$ cat src/lfsla_pkg.sv
// Shared constants and types for the lowest free slot lease allocator.
package lfsla_pkg;

  localparam int NUM_SLOTS = 64;
  localparam int TIME_W    = 32;
  localparam int SLOT_W    = 6;
  localparam int IDX_W     = (NUM_SLOTS > 1) ? $clog2(NUM_SLOTS) : 1;

  // Request as it travels from cell to cell
  typedef struct packed {
    logic              valid;
    logic [TIME_W-1:0] start_time;
    logic [TIME_W-1:0] end_time;
    logic              granted;
    logic [IDX_W-1:0]  idx;
  } req_t;

endpackage

$ cat src/lfsla_cell.sv
// One slot cell: holds busy flag and lease end, claims a passing request if free.
module lfsla_cell (
  input  logic                        clk,
  input  logic                        rst_n,
  input  logic                        advance,
  input  logic [lfsla_pkg::IDX_W-1:0] cell_idx,
  input  lfsla_pkg::req_t             req_i,
  output lfsla_pkg::req_t             req_o,
  output logic                        busy_o
);

  logic                         in_use_r;
  logic [lfsla_pkg::TIME_W-1:0] lease_r;
  logic                         valid_r;
  lfsla_pkg::req_t              pay_r;
  lfsla_pkg::req_t              req_nxt;
  logic                         free;
  logic                         take;

  always_comb begin
    free    = !in_use_r || (lease_r < req_i.start_time);
    take    = req_i.valid && !req_i.granted && free;
    req_nxt = req_i;
    if (take) begin
      req_nxt.granted = 1'b1;
      req_nxt.idx     = cell_idx;
    end
  end

  always_ff @(posedge clk) begin
    if (!rst_n) begin
      valid_r  <= 1'b0;
      in_use_r <= 1'b0;
    end else if (advance) begin
      valid_r <= req_i.valid;
      if (take) begin
        in_use_r <= 1'b1;
      end
    end
  end

  // Payload and lease need no reset; lease is read only once in use
  always_ff @(posedge clk) begin
    if (advance) begin
      pay_r <= req_nxt;
      if (take) begin
        lease_r <= req_i.end_time;
      end
    end
  end

  always_comb begin
    req_o       = pay_r;
    req_o.valid = valid_r;
  end

  assign busy_o = in_use_r;

endmodule

$ cat config.mk
export PLATFORM = sky130hd
export DESIGN_NAME = lfsla_cell
export DESIGN_NICKNAME = d
export VERILOG_FILES = /design/src/lfsla_pkg.sv /design/src/lfsla_cell.sv
export SDC_FILE = /design/constraint.sdc
export NUM_CORES = 1
export LEC_CHECK = 0
export BUFFER_PORTS_ARGS = -buffer_cell sky130_fd_sc_hd__buf_4
export CAP_MARGIN = 20
export CORE_MARGIN = 2
export CORE_UTILIZATION = 52
export CTS_CLUSTER_SIZE = 8
export DETAILED_ROUTE_END_ITERATION = 7
export GPL_ROUTABILITY_DRIVEN = 0
export PLACE_DENSITY = 0.84
export SYNTH_ARGS = -nofsm -noshare
export SYNTH_HDL_FRONTEND = slang
export SYNTH_SLANG_ARGS = --single-unit
$ cat constraint.sdc
create_clock -name clk -period 8.6 [get_ports clk]
set_input_delay 1.72 -clock clk [delete_from_list [all_inputs] [get_ports clk]]
set_output_delay 1.72 -clock clk [all_outputs]
set_load 0.01 [all_outputs]
## Word level (Yosys, flattened, before mapping)

Cells that the tools add are included.

- Register bits: 105

- $lt $le $gt $ge: 1
- Muxes and demuxes: 1
- Reductions and logical operators: 6

Operator list:

| cell | count |
|---|---|
| $lt A32 B32 Y1 | 1 |
| $mux W6 | 1 |
| $logic_and A1 B1 Y1 | 2 |
| $logic_not A1 Y1 | 2 |
| $reduce_and A2 Y1 | 1 |
| $logic_or A1 B1 Y1 | 1 |

## Longest topological paths before layout

Gate-level depths: netlist of the first run.

- Depth in word-level cells: 4
- Mapped depth: 8
- Gate-level depth less buffers: 8

## Worst setup path after synthesis of the first run

OpenSTA, ideal clock, no wires.

- Kind: input-to-reg
- Start point: input port req_i[41] (netlist bit)
- End point: register lease_r[0] (netlist bit), enable pin
- Library setup time: 0.392 ns
- Arrival time: 3.678 ns
- Required time: 8.208 ns
- Path slack: 4.530 ns
- Stages: 8
- Path buffers: 0
- Cells stage by stage: inv_1 -> ha_1 -> o21ai_0 -> or2b_2 -> a32oi_1 -> a21oi_1 -> a21oi_1 -> and3_1

- Word-level cells in the longest chain between the ends: 4

RTL lines:

| element | RTL line | text |
|---|---|---|
| start: declaration | lfsla_cell.sv:7 | `input lfsla_pkg::req_t req_i,` |
| $lt A32 B32 Y1 | lfsla_cell.sv:21 | `free = !in_use_r \|\| (lease_r < req_i.start_time);` |
| $logic_or A1 B1 Y1 | lfsla_cell.sv:21 |  |
| $logic_and A1 B1 Y1 | lfsla_cell.sv:22 | `take = req_i.valid && !req_i.granted && free;` |
| $reduce_and A2 Y1 (no source line) | n/a |  |
| end signal: assignment | lfsla_cell.sv:47 | `lease_r <= req_i.end_time;` |
| end: declaration | lfsla_cell.sv:13 | `logic [lfsla_pkg::TIME_W-1:0] lease_r;` |

Every way passes these cells.
A chain may end at the register's enable or synchronous reset.

==> metrics, run 1 <==
worst slew pin tran just over 900 ps; Slew Viols, Final 0; Vias 2,514; met1 Use GR 21.2%; clock buffer count from CTS 9; remaining global-route overflow 0; Finished Core Util 72.4%; count leader, synth edfxtp_1; global routing usage on met3 7.24%; largest net degree at the start of global routing 74; sequential share of the synthesized area 77.2%; Pwr Density 188 nW/µm²; run status finished clean; placed cell area between 5000 and 6000 µm²; DIE AREA 8530 µm²; Leak approximately 2.4 nW; Area contributors post-synth edfxtp_1, ha_1, inv_1; crit-path max cell delay about 500 ps; Synth area leader edfxtp_1; met2 Use GR 31.1%; Final Hold Fails 0; # setup viols final 0; maximum vdd ir drop 0.107 mV; H-tree Lvls 3; CTS Buffer Depth 2; crit path DAT 3900 ps; most used cell along the critical path nand4_1; Primary FF master, synth edfxtp_1; buffers added on ports 153; DRT iter0 DRCs 100; busiest layer in global routing met2; post-CTS setup buffer count 0; Synth top cells by count edfxtp_1, inv_1, ha_1, a21oi_1, nand2_1; Antenna Cells 0; clock network power share slightly below 30%; syn nets 347; Syn Inst Count 235; sw power approximately 0.22 mW; FILL cells 522; Critical Path Slowest Stage Cell nor4_1; vias in the first global route approximately 2.6k; max cap viols 0; Comb power frac 12.2%; crit-path cells buf_4 > inv_1 > ha_1 > nand4_1 > nor4_1 > nand4_1 > a21oi_1 > a2111o_1 > mux2_2; crit end category register; DRT antenna net count 0; synthesized flop and latch total 105; Clock Pin Slew Worst Setup and Hold Paths approximately 80 ps; EDFF count, synth 103; hold_buf cts 0; TNS Setup 0 ps; DR WL/cell 15.4 µm; first-pass GRT wire length 11,900 µm; RSZ-0062 raised after global routing no; Tcrit/Tclk final 44.2%; CTS tree yes; num ports 154; area of the multi-input gates 795 µm²; cts repair resizes 0; Cell Rows 32; Synth top area share between 70% and 80%; fraction of registers with async set/reset 0%; Reg power frac 58.2%; clock skew 11.5 ps; 1st-pass router iterations 6; layout cells sized above 1 43.8%; Synth Area per Inst 17.3 µm²; CP max FO 6; f_max 263 MHz; Cell Area, Synth 4060 µm²; Tot GR Track Use 18.3%; Die Height 92.3 µm; synth unique cells 25; final instance area 5530 µm²; crit path launch type input port; initial antenna violation count 0; Remaining DRCs 0; clk sink count 105; critical path class input port to register; Initial Util 53.1%; Die W 92.3 µm; core area 7650 µm²; YS warnings 0; Tmin final about 3800 ps; CTS root buf clkbuf_8; worst min path class register to register; Post-Route WL 7750 µm; Layout Nets roughly 510; Worst-Skew Late Latency 350 ps; internal power 0.827 mW; register area 3130 µm²; detailed placer's ending HPWL a little under 6000 µm; max_slew headroom 39.2%; vias per inst 4.99; Switching Share 20.6%; Synth-to-Final Area Change 36.4%; Crit path required time 8700 ps
-- cells by family after synthesis --
group | Yosys count | synth area share, %
AO/OA/AOI/OAI | 29 | 4.16
adder cells (fa/ha/maj) | 31 | 9.56
AND/OR/NAND/NOR | 29 | 3.92
buffers and inverters | 34 | 3.24
flip-flops | 105 | 77.2
multiplexers | 7 | 1.91
-- power groups by stage --
| stage | clock [mW] | sequential, mW | combinational, mW |
|---|---|---|---|
| floorplan | 0 | 0.632 | 0.0264 |
| global placement | 0 | 0.617 | 0.124 |
| detailed placement | 0 | 0.618 | 0.128 |
| CTS | 0.315 | 0.607 | 0.129 |
| global route | 0.336 | 0.609 | 0.138 |
| finish | 0.309 | 0.606 | 0.127 |
-- cell type report --
cell class	instances	share of cell area, %
tap	102	2.31
sequential	105	56.6
clock buffer	11	2.37
clock inverter	3	1.22
multi-input combinational	96	14.4
timing repair buffer	154	20.9
inverter	33	2.24
-- worst paths after layout --
path	from	endpoint	slack [ps]	depth (start not counted)
max	req_i[70]	req_o[4]	4800	9
min	valid_r	valid_r	550	2
max reg2reg	lease_r[31]	req_o[4]	5890	7
min reg2reg	valid_r	valid_r	550	2
-- flip-flops by register name, summed over array words and instances, names as in the netlist --
signal / cells
valid_r: 1
lease_r: 32
req_o: 71
busy_o: 1
-- routing by layer --
metal / vias to the layer above / share of wire, %
met3: 6 / 9.0
met5: - / 0
met4: 0 / 0.68
met2: 108 / 52
li1: 1210 / -
met1: 1190 / 38
-- layout by cell type, fill, tap and decap left out, drive strengths merged, types with 2 or more instances in the layout --
cell type | netlist | routed
clkbuf | 0 | 11
buf | 1 | 154
dfxtp | 2 | 2
and3 | 2 | 2
nand2 | 8 | 8
nor2b | 2 | 2
edfxtp | 103 | 103
bufinv | 0 | 2
inv | 33 | 33
o21ai | 6 | 6
ha | 31 | 31
nand4 | 7 | 7
a21oi | 17 | 17
mux2 | 6 | 6
nor2 | 4 | 4
a2111o | 2 | 2
nand3 | 2 | 2
-- through the flow --
stage          power, mW  hold slack [ps]  setup slack, ps  cells
2_1_floorplan      0.659              484             4530    235
3_3_place_gp       0.741              511             4370    490
3_5_place_dp       0.746              532             4370    490
4_1_cts             1.05              547             4730    504
5_1_grt             1.08              605             4530    504
6_report            1.04              547             4800    504
-- worst max-delay path: cells and delay by family --
family                     cells  cell delay, ps
muxes                          1             370
and+or+nand+nor                3             860
AOI/OAI and AO/OA              2             510
buffers and inverters          2             110
adders and majority gates      1             310
No activity file was read; power rests on OpenSTA's default activity.
==> run 2: changes to the inputs <==
--- a/config.mk
+++ b/config.mk
@@ -5,14 +5,15 @@
 export SDC_FILE = /design/constraint.sdc
 export NUM_CORES = 1
 export LEC_CHECK = 0
+export ABC_AREA = 1
 export BUFFER_PORTS_ARGS = -buffer_cell sky130_fd_sc_hd__buf_4
 export CAP_MARGIN = 20
 export CORE_MARGIN = 2
-export CORE_UTILIZATION = 52
+export CORE_UTILIZATION = 44
 export CTS_CLUSTER_SIZE = 8
 export DETAILED_ROUTE_END_ITERATION = 7
 export GPL_ROUTABILITY_DRIVEN = 0
-export PLACE_DENSITY = 0.84
+export PLACE_DENSITY = 0.76
 export SYNTH_ARGS = -nofsm -noshare
 export SYNTH_HDL_FRONTEND = slang
 export SYNTH_SLANG_ARGS = --single-unit
==> constraint.sdc (replaced) <==
create_clock -name clk -period 3.2 [get_ports clk]
set_input_delay 0.64 -clock clk [delete_from_list [all_inputs] [get_ports clk]]
set_output_delay 0.64 -clock clk [all_outputs]
set_load 0.01 [all_outputs]
==> metrics, run 2 <==
YS warnings 0 (unchanged); crit-path leading delay family simple AND/OR/NAND/NOR gates; crit path launch type input port; Reg-to-Reg Start lease_r[5]; clock skew 12.7 ps (+1.23 ps); FF-to-FF End lease_r[16]; synthesized flop and latch total 105 (unchanged); Initial Util 44.9% (-8.1 points); CTS root buf clkbuf_8; EDFF count, synth 103 (unchanged); maximum vdd ir drop 0.282 mV (+160%); DRT antenna net count 0 (unchanged); commonest non-fill, non-tap cell in the layout buf_4; Cell Area, Synth 4110 µm² (+1.4%); DIE AREA 10,100 µm² (+19%); Syn Inst Count 270 (+15%); most used cell along the critical path nand2_1; Critical Path Slowest Stage Cell ha_1; detailed placer's ending HPWL 5950 µm (+2.0%); Synth Area per Inst 15.2 µm² (-12%); DR WL/cell 13.9 µm (-9.5%); cts repair resizes 0 (unchanged); initial antenna violation count 0 (unchanged); Vias 2,620 (+4.2%); # setup viols final 0 (unchanged); Post-Route WL 7680 µm (-0.93%); Worst-Skew Late Latency 350 ps (about the same); f_max 443 MHz; Die W 101 µm (+9.1%); Cell Rows 35 (+9.4%); crit path DAT 2300 ps (-1600 ps); first-pass GRT wire length 11,800 µm (-0.35%); TNS Setup 0 ps (unchanged); count leader, synth edfxtp_1; worst hold path depth 1 (-1); clock buffer count from CTS 9 (unchanged); crit-path max cell delay 290 ps (-210 ps); layout cells sized above 1 40.1% (-3.6 points); r2r worst-path depth 13 (+6); CTS Buffer Depth 2 (unchanged); register area 3130 µm² (unchanged); Final Hold Fails 0 (unchanged); DRT iter0 DRCs 91 (-9.0%); RSZ-0062 raised after global routing no; Antenna Cells 0 (unchanged); Crit path required time 3240 ps (-5460 ps); H-tree Lvls 3 (unchanged); worst min path class input port to register; vias per inst 4.75 (-4.8%); final setup margin 945 ps (-3850 ps); core area 9150 µm² (+20%); remaining global-route overflow 0 (unchanged); Layout Nets 548 (+7.2%); Primary FF master, synth edfxtp_1; run status finished clean; crit-path cells buf_4 > inv_1 > ha_1 > a21oi_1 > nor2_1 > nor3_2 > nand2_1 > nand2_1 > nand2_1 > nand2_1 > nand2_2 > nand2_4 > nand2_4 > nor2_4 > buf_4; CP Buf/Inv Count 3 (+1); hold_buf cts 0 (unchanged); Die Height 101 µm (+9.1%); reg-to-reg slack, setup 960 ps (-4930 ps); Hold Path Sink req_o[12]; hold slack 464 ps (-83.3 ps); synth unique cells 20 (-20%); Synth area leader edfxtp_1; CTS tree yes; Final Power 2.68 mW (+160%); fraction of registers with async set/reset 0% (unchanged); 1st-pass router iterations 4 (-2); num ports 154 (unchanged); max_slew headroom 65.8% (+27 points); syn nets 382 (+10%); area of the multi-input gates 817 µm² (+2.8%); Tmin final 2260 ps; placed cell count 536 (+9.4%); sequential share of the synthesized area 76.2% (-1.1 points); post-CTS setup buffer count 0 (unchanged); max cap viols 0 (unchanged); most frequent cells in the layout buf_4, edfxtp_1, inv_1; Pwr Density 480 nW/µm² (+160%); placed cell area 5420 µm² (+1.6%); critical path class input port to register; vias in the first global route 2,539 (-1.9%); min-delay src req_i[12]; Tcrit/Tclk final 70.5%; buffers added on ports 153 (unchanged); final instance area 5590 µm² (+0.93%); Synth top area share 75.2% (-1.0 points); Synth-to-Final Area Change 35.8%; Synth top cells by count edfxtp_1, inv_1, nand2_1, ha_1, a21oi_1; Tot GR Track Use 15.3% (-3.1 points); Area contributors post-synth edfxtp_1, ha_1, inv_1; fin cells 552 (+9.5%); Slew Viols, Final 0 (unchanged); Clock Pin Slew Worst Setup and Hold Paths 100 ps (+20 ps); worst slack at placement 534 ps (-3830 ps); Finished Core Util 61.0% (-11 points); CP max FO 16 (+10); worst slew pin tran 511 ps (-400 ps); FILL cells 729 (+40%); clk sink count 105 (unchanged); Leak 2.51 nW (+5.0%); number of flip-flops in the largest register 71 (unchanged); largest net degree at the start of global routing 41 (-45%); crit end category register; Remaining DRCs 0 (unchanged)
run 2: worst max-delay path by stage:
stage	from	to	slack, ps	cells past startpoint
floorplan	req_i[60]	lease_r[0]	290	11
CTS	lease_r[5]	lease_r[16]	910	13
global route	lease_r[5]	lease_r[7]	780	13
detailed placement	req_i[44]	lease_r[5]	530	15
global placement	req_i[44]	lease_r[6]	610	15
finish	req_i[44]	lease_r[16]	940	15
run 2: worst reg2reg max path, delay by kind of cell, from the launching register on:
kind                       cells  cell delay [ps]
adders and majority gates      1              300
DFF                            1              390
and+or+nand+nor               10              860
AOI/OAI and AO/OA              1              130
buffers and inverters          1              250
run 2: final cells by class:
cell class | instances | area share [%]
Inverter | 43 | 2.89
Timing Repair Buffer | 156 | 21.0
Sequential cell | 105 | 56.1
Clock buffer | 11 | 2.35
Clock inverter | 5 | 0.582
Tap cell | 111 | 2.49
Multi-Input combinational cell | 121 | 14.6
run 2: per-layer routing:
metal  track usage, %  wire [µm]  up-vias
met3             4.37        609       11
li1                 -          -     1275
met5                0          0        -
met2             25.4       3810      108
met4             6.01        107        0
met1             18.8       3150     1226
run 2: power by group:
part | internal (mW) | total, mW | leakage (nW) | switching, mW
Clock | 0.281 | 0.706 | 0.0770 | 0.424
Combinational | 0.183 | 0.347 | 1.43 | 0.165
Sequential | 1.61 | 1.63 | 1.01 | 0.0245
run 2: kinds of logic after synthesis:
family	after synthesis	share of synthesized area [%]
flops	105	76.2
fa+ha+maj	31	9.43
simple gates	67	7.33
compound gates	23	2.98
buf+inv	44	4.11
==> run 3: changes to the inputs <==
--- a/config.mk
+++ b/config.mk
@@ -9,11 +9,11 @@
 export BUFFER_PORTS_ARGS = -buffer_cell sky130_fd_sc_hd__buf_4
 export CAP_MARGIN = 20
 export CORE_MARGIN = 2
-export CORE_UTILIZATION = 44
+export CORE_UTILIZATION = 49
 export CTS_CLUSTER_SIZE = 8
 export DETAILED_ROUTE_END_ITERATION = 7
 export GPL_ROUTABILITY_DRIVEN = 0
-export PLACE_DENSITY = 0.76
+export PLACE_DENSITY = 0.8
 export SYNTH_ARGS = -nofsm -noshare
 export SYNTH_HDL_FRONTEND = slang
 export SYNTH_SLANG_ARGS = --single-unit
==> constraint.sdc (replaced) <==
create_clock -name clk -period 2.3 [get_ports clk]
set_input_delay 0.46 -clock clk [delete_from_list [all_inputs] [get_ports clk]]
set_output_delay 0.46 -clock clk [all_outputs]
set_load 0.01 [all_outputs]
==> metrics, run 3 (synthesis results as in run 2) <==
run status finished clean; Reg power frac 59.0% (-1.7 points); largest net degree at the start of global routing 50 (+22%); 1st-pass router iterations 4 (unchanged); f_max 466 MHz; Die W 95.6 µm (-5.0%); final setup margin 154 ps (-791 ps); Worst path depth 13 (-2); DR WL/cell 14.8 µm (+6.8%); Tcrit/Tclk final 93.3%; clock skew 6.91 ps (-5.84 ps); Clock Pin Slew Worst Setup and Hold Paths 90 ps (about the same); Pwr Density 670 nW/µm² (+39%); CP Buf/Inv Count 1 (-2); register area 3130 µm² (unchanged); CTS Buffer Depth 2 (unchanged); core area 8180 µm² (-11%); hold slack 283 ps (-180 ps); Initial Util 50.3% (+5.4 points); Comb power frac 13.3% (+0.4 points); Vias 2,585 (-1.3%); RSZ-0062 raised after global routing no; CP max FO 24 (+8); num ports 154 (unchanged); Synth-to-Final Area Change 39.6%; remaining global-route overflow 0 (unchanged); max cap viols 0 (unchanged); DRT antenna net count 0 (unchanged); critical path class register to register; Tmin final 2150 ps; vias in the first global route 2,614 (+3.0%); DIE AREA 9150 µm² (-9.8%); vias per inst 4.73 (-0.43%); hold_buf cts 0 (unchanged); crit path launch type register; area of the multi-input gates 921 µm² (+13%); crit-path max cell delay 430 ps (+140 ps); Final Hold Fails 0 (unchanged); Slew Viols, Final 0 (unchanged); Layout Nets 550 (+0.36%); post-CTS setup buffer count 0 (unchanged); commonest non-fill, non-tap cell in the layout buf_4; worst slack at placement -8.08 ps (-542 ps); Antenna Cells 0 (unchanged); DRT iter0 DRCs 57 (-37%); placed cell area 5570 µm² (+2.7%); fin cells 547 (-0.91%); crit-path leading delay family simple AND/OR/NAND/NOR gates; initial antenna violation count 0 (unchanged); cts repair resizes 0 (unchanged); clk sink count 105 (unchanged); CTS root buf clkbuf_8; Critical Path Slowest Stage Cell edfxtp_1; detailed placer's ending HPWL 6290 µm (+5.7%); final instance area 5740 µm² (+2.8%); sw power 0.846 mW (+38%); # setup viols final 0 (unchanged); Cell Rows 33 (-5.7%); clock network power share 27.7% (+1.4 points); internal power 3.00 mW (+45%); Switching Share 22.0% (-0.87 points); crit path DAT 2210 ps (-90 ps); placed cell count 532 (-0.75%); layout cells sized above 1 44.1% (+4.0 points); clock buffer count from CTS 9 (unchanged); worst slew pin tran 604 ps (+92.8 ps); CTS tree yes; Post-Route WL 8120 µm (+5.8%); maximum vdd ir drop 0.354 mV (+25%); crit end category register; crit-path cells ha_4 > a21oi_2 > nor2_1 > nor3_2 > nand2_1 > nand2_1 > nand2_1 > nand2_1 > nand2_2 > nand2_4 > nand2_4 > nor2_4 > buf_12; FILL cells 580 (-20%); Remaining DRCs 0 (unchanged); buffers added on ports 153 (unchanged); worst hold path depth 1 (unchanged); Final Power 3.85 mW (+43%); Tot GR Track Use 17.8% (+2.6 points); r2r worst-path depth 13 (unchanged); worst min path class input port to register; most used cell along the critical path nand2_1; most frequent cells in the layout buf_4, edfxtp_1, nand2_1; Leak 2.53 nW (+0.80%); H-tree Lvls 3 (unchanged); number of flip-flops in the largest register 71 (unchanged); Crit path required time 2360 ps (-880 ps); Die Height 95.6 µm (-5.0%); Worst-Skew Late Latency 350 ps (about the same); max_slew headroom 59.6% (-6.2 points); first-pass GRT wire length 12,100 µm (+2.7%)
run 3: cell count changes in the layout (fill, tap and decap cells not counted), moves of 2 or more:
| cell | previous run | this run |
|---|---|---|
| ha_1 | 31 | 23 |
| ha_4 | 0 | 8 |
| inv_1 | 43 | 35 |
| inv_2 | 0 | 7 |
| buf_12 | 0 | 2 |
run 3: area by class of cell:
type                    count  area share (%)
inverters                  43            2.94
repair buffers            158            21.1
flip-flops and latches    105            54.6
clock buffers              12            2.35
clock inverters             3           0.741
multi-input cells         121            16.0
well taps                 105            2.29
run 3: worst register-to-register path: cells and delay by family (launching register included):
| family | cells | cell delay, ps |
|---|---|---|
| simple gates | 10 | 830 |
| flops | 1 | 430 |
| fa+ha+maj | 1 | 260 |
| buf+inv | 1 | 190 |
| compound gates | 1 | 120 |
run 3: final timing paths:
| check | startpoint | end | slack, ps |
|---|---|---|---|
| hold reg to reg | valid_r | valid_r | 580 |
| setup reg to reg | lease_r[5] | lease_r[0] | 150 |
| hold / removal | req_i[14] | lease_r[7] | 280 |
| setup / recovery | lease_r[5] | lease_r[0] | 150 |
run 3: power by group through the flow:
stage / clock network (mW) / registers (mW) / logic (mW)
after global routing: 1.16 / 2.28 / 0.562
after detailed placement: 0 / 2.32 / 0.517
after CTS: 1.09 / 2.27 / 0.520
after global placement: 0 / 2.31 / 0.499
final: 1.07 / 2.27 / 0.512
after floorplan: 0 / 2.37 / 0.120
run 3: per-stage QoR:
| step | setup TNS, ps | util [%] |
|---|---|---|
| 6_report | 0 | 70.2 |
| 5_1_grt | 0 | 70.2 |
| 4_1_cts | 0 | 70.2 |
| 3_3_place_gp | 0 | 68.1 |
| 2_1_floorplan | -1680 | - |
| 3_5_place_dp | -186 | 68.1 |
run 3: metal layers:
layer,wire length (µm),track usage [%],up-vias
met5,0,0,-
met4,150,7.50,0
met3,586,4.35,13
met2,4210,30.2,93
met1,3170,21.9,1202
li1,-,-,1277
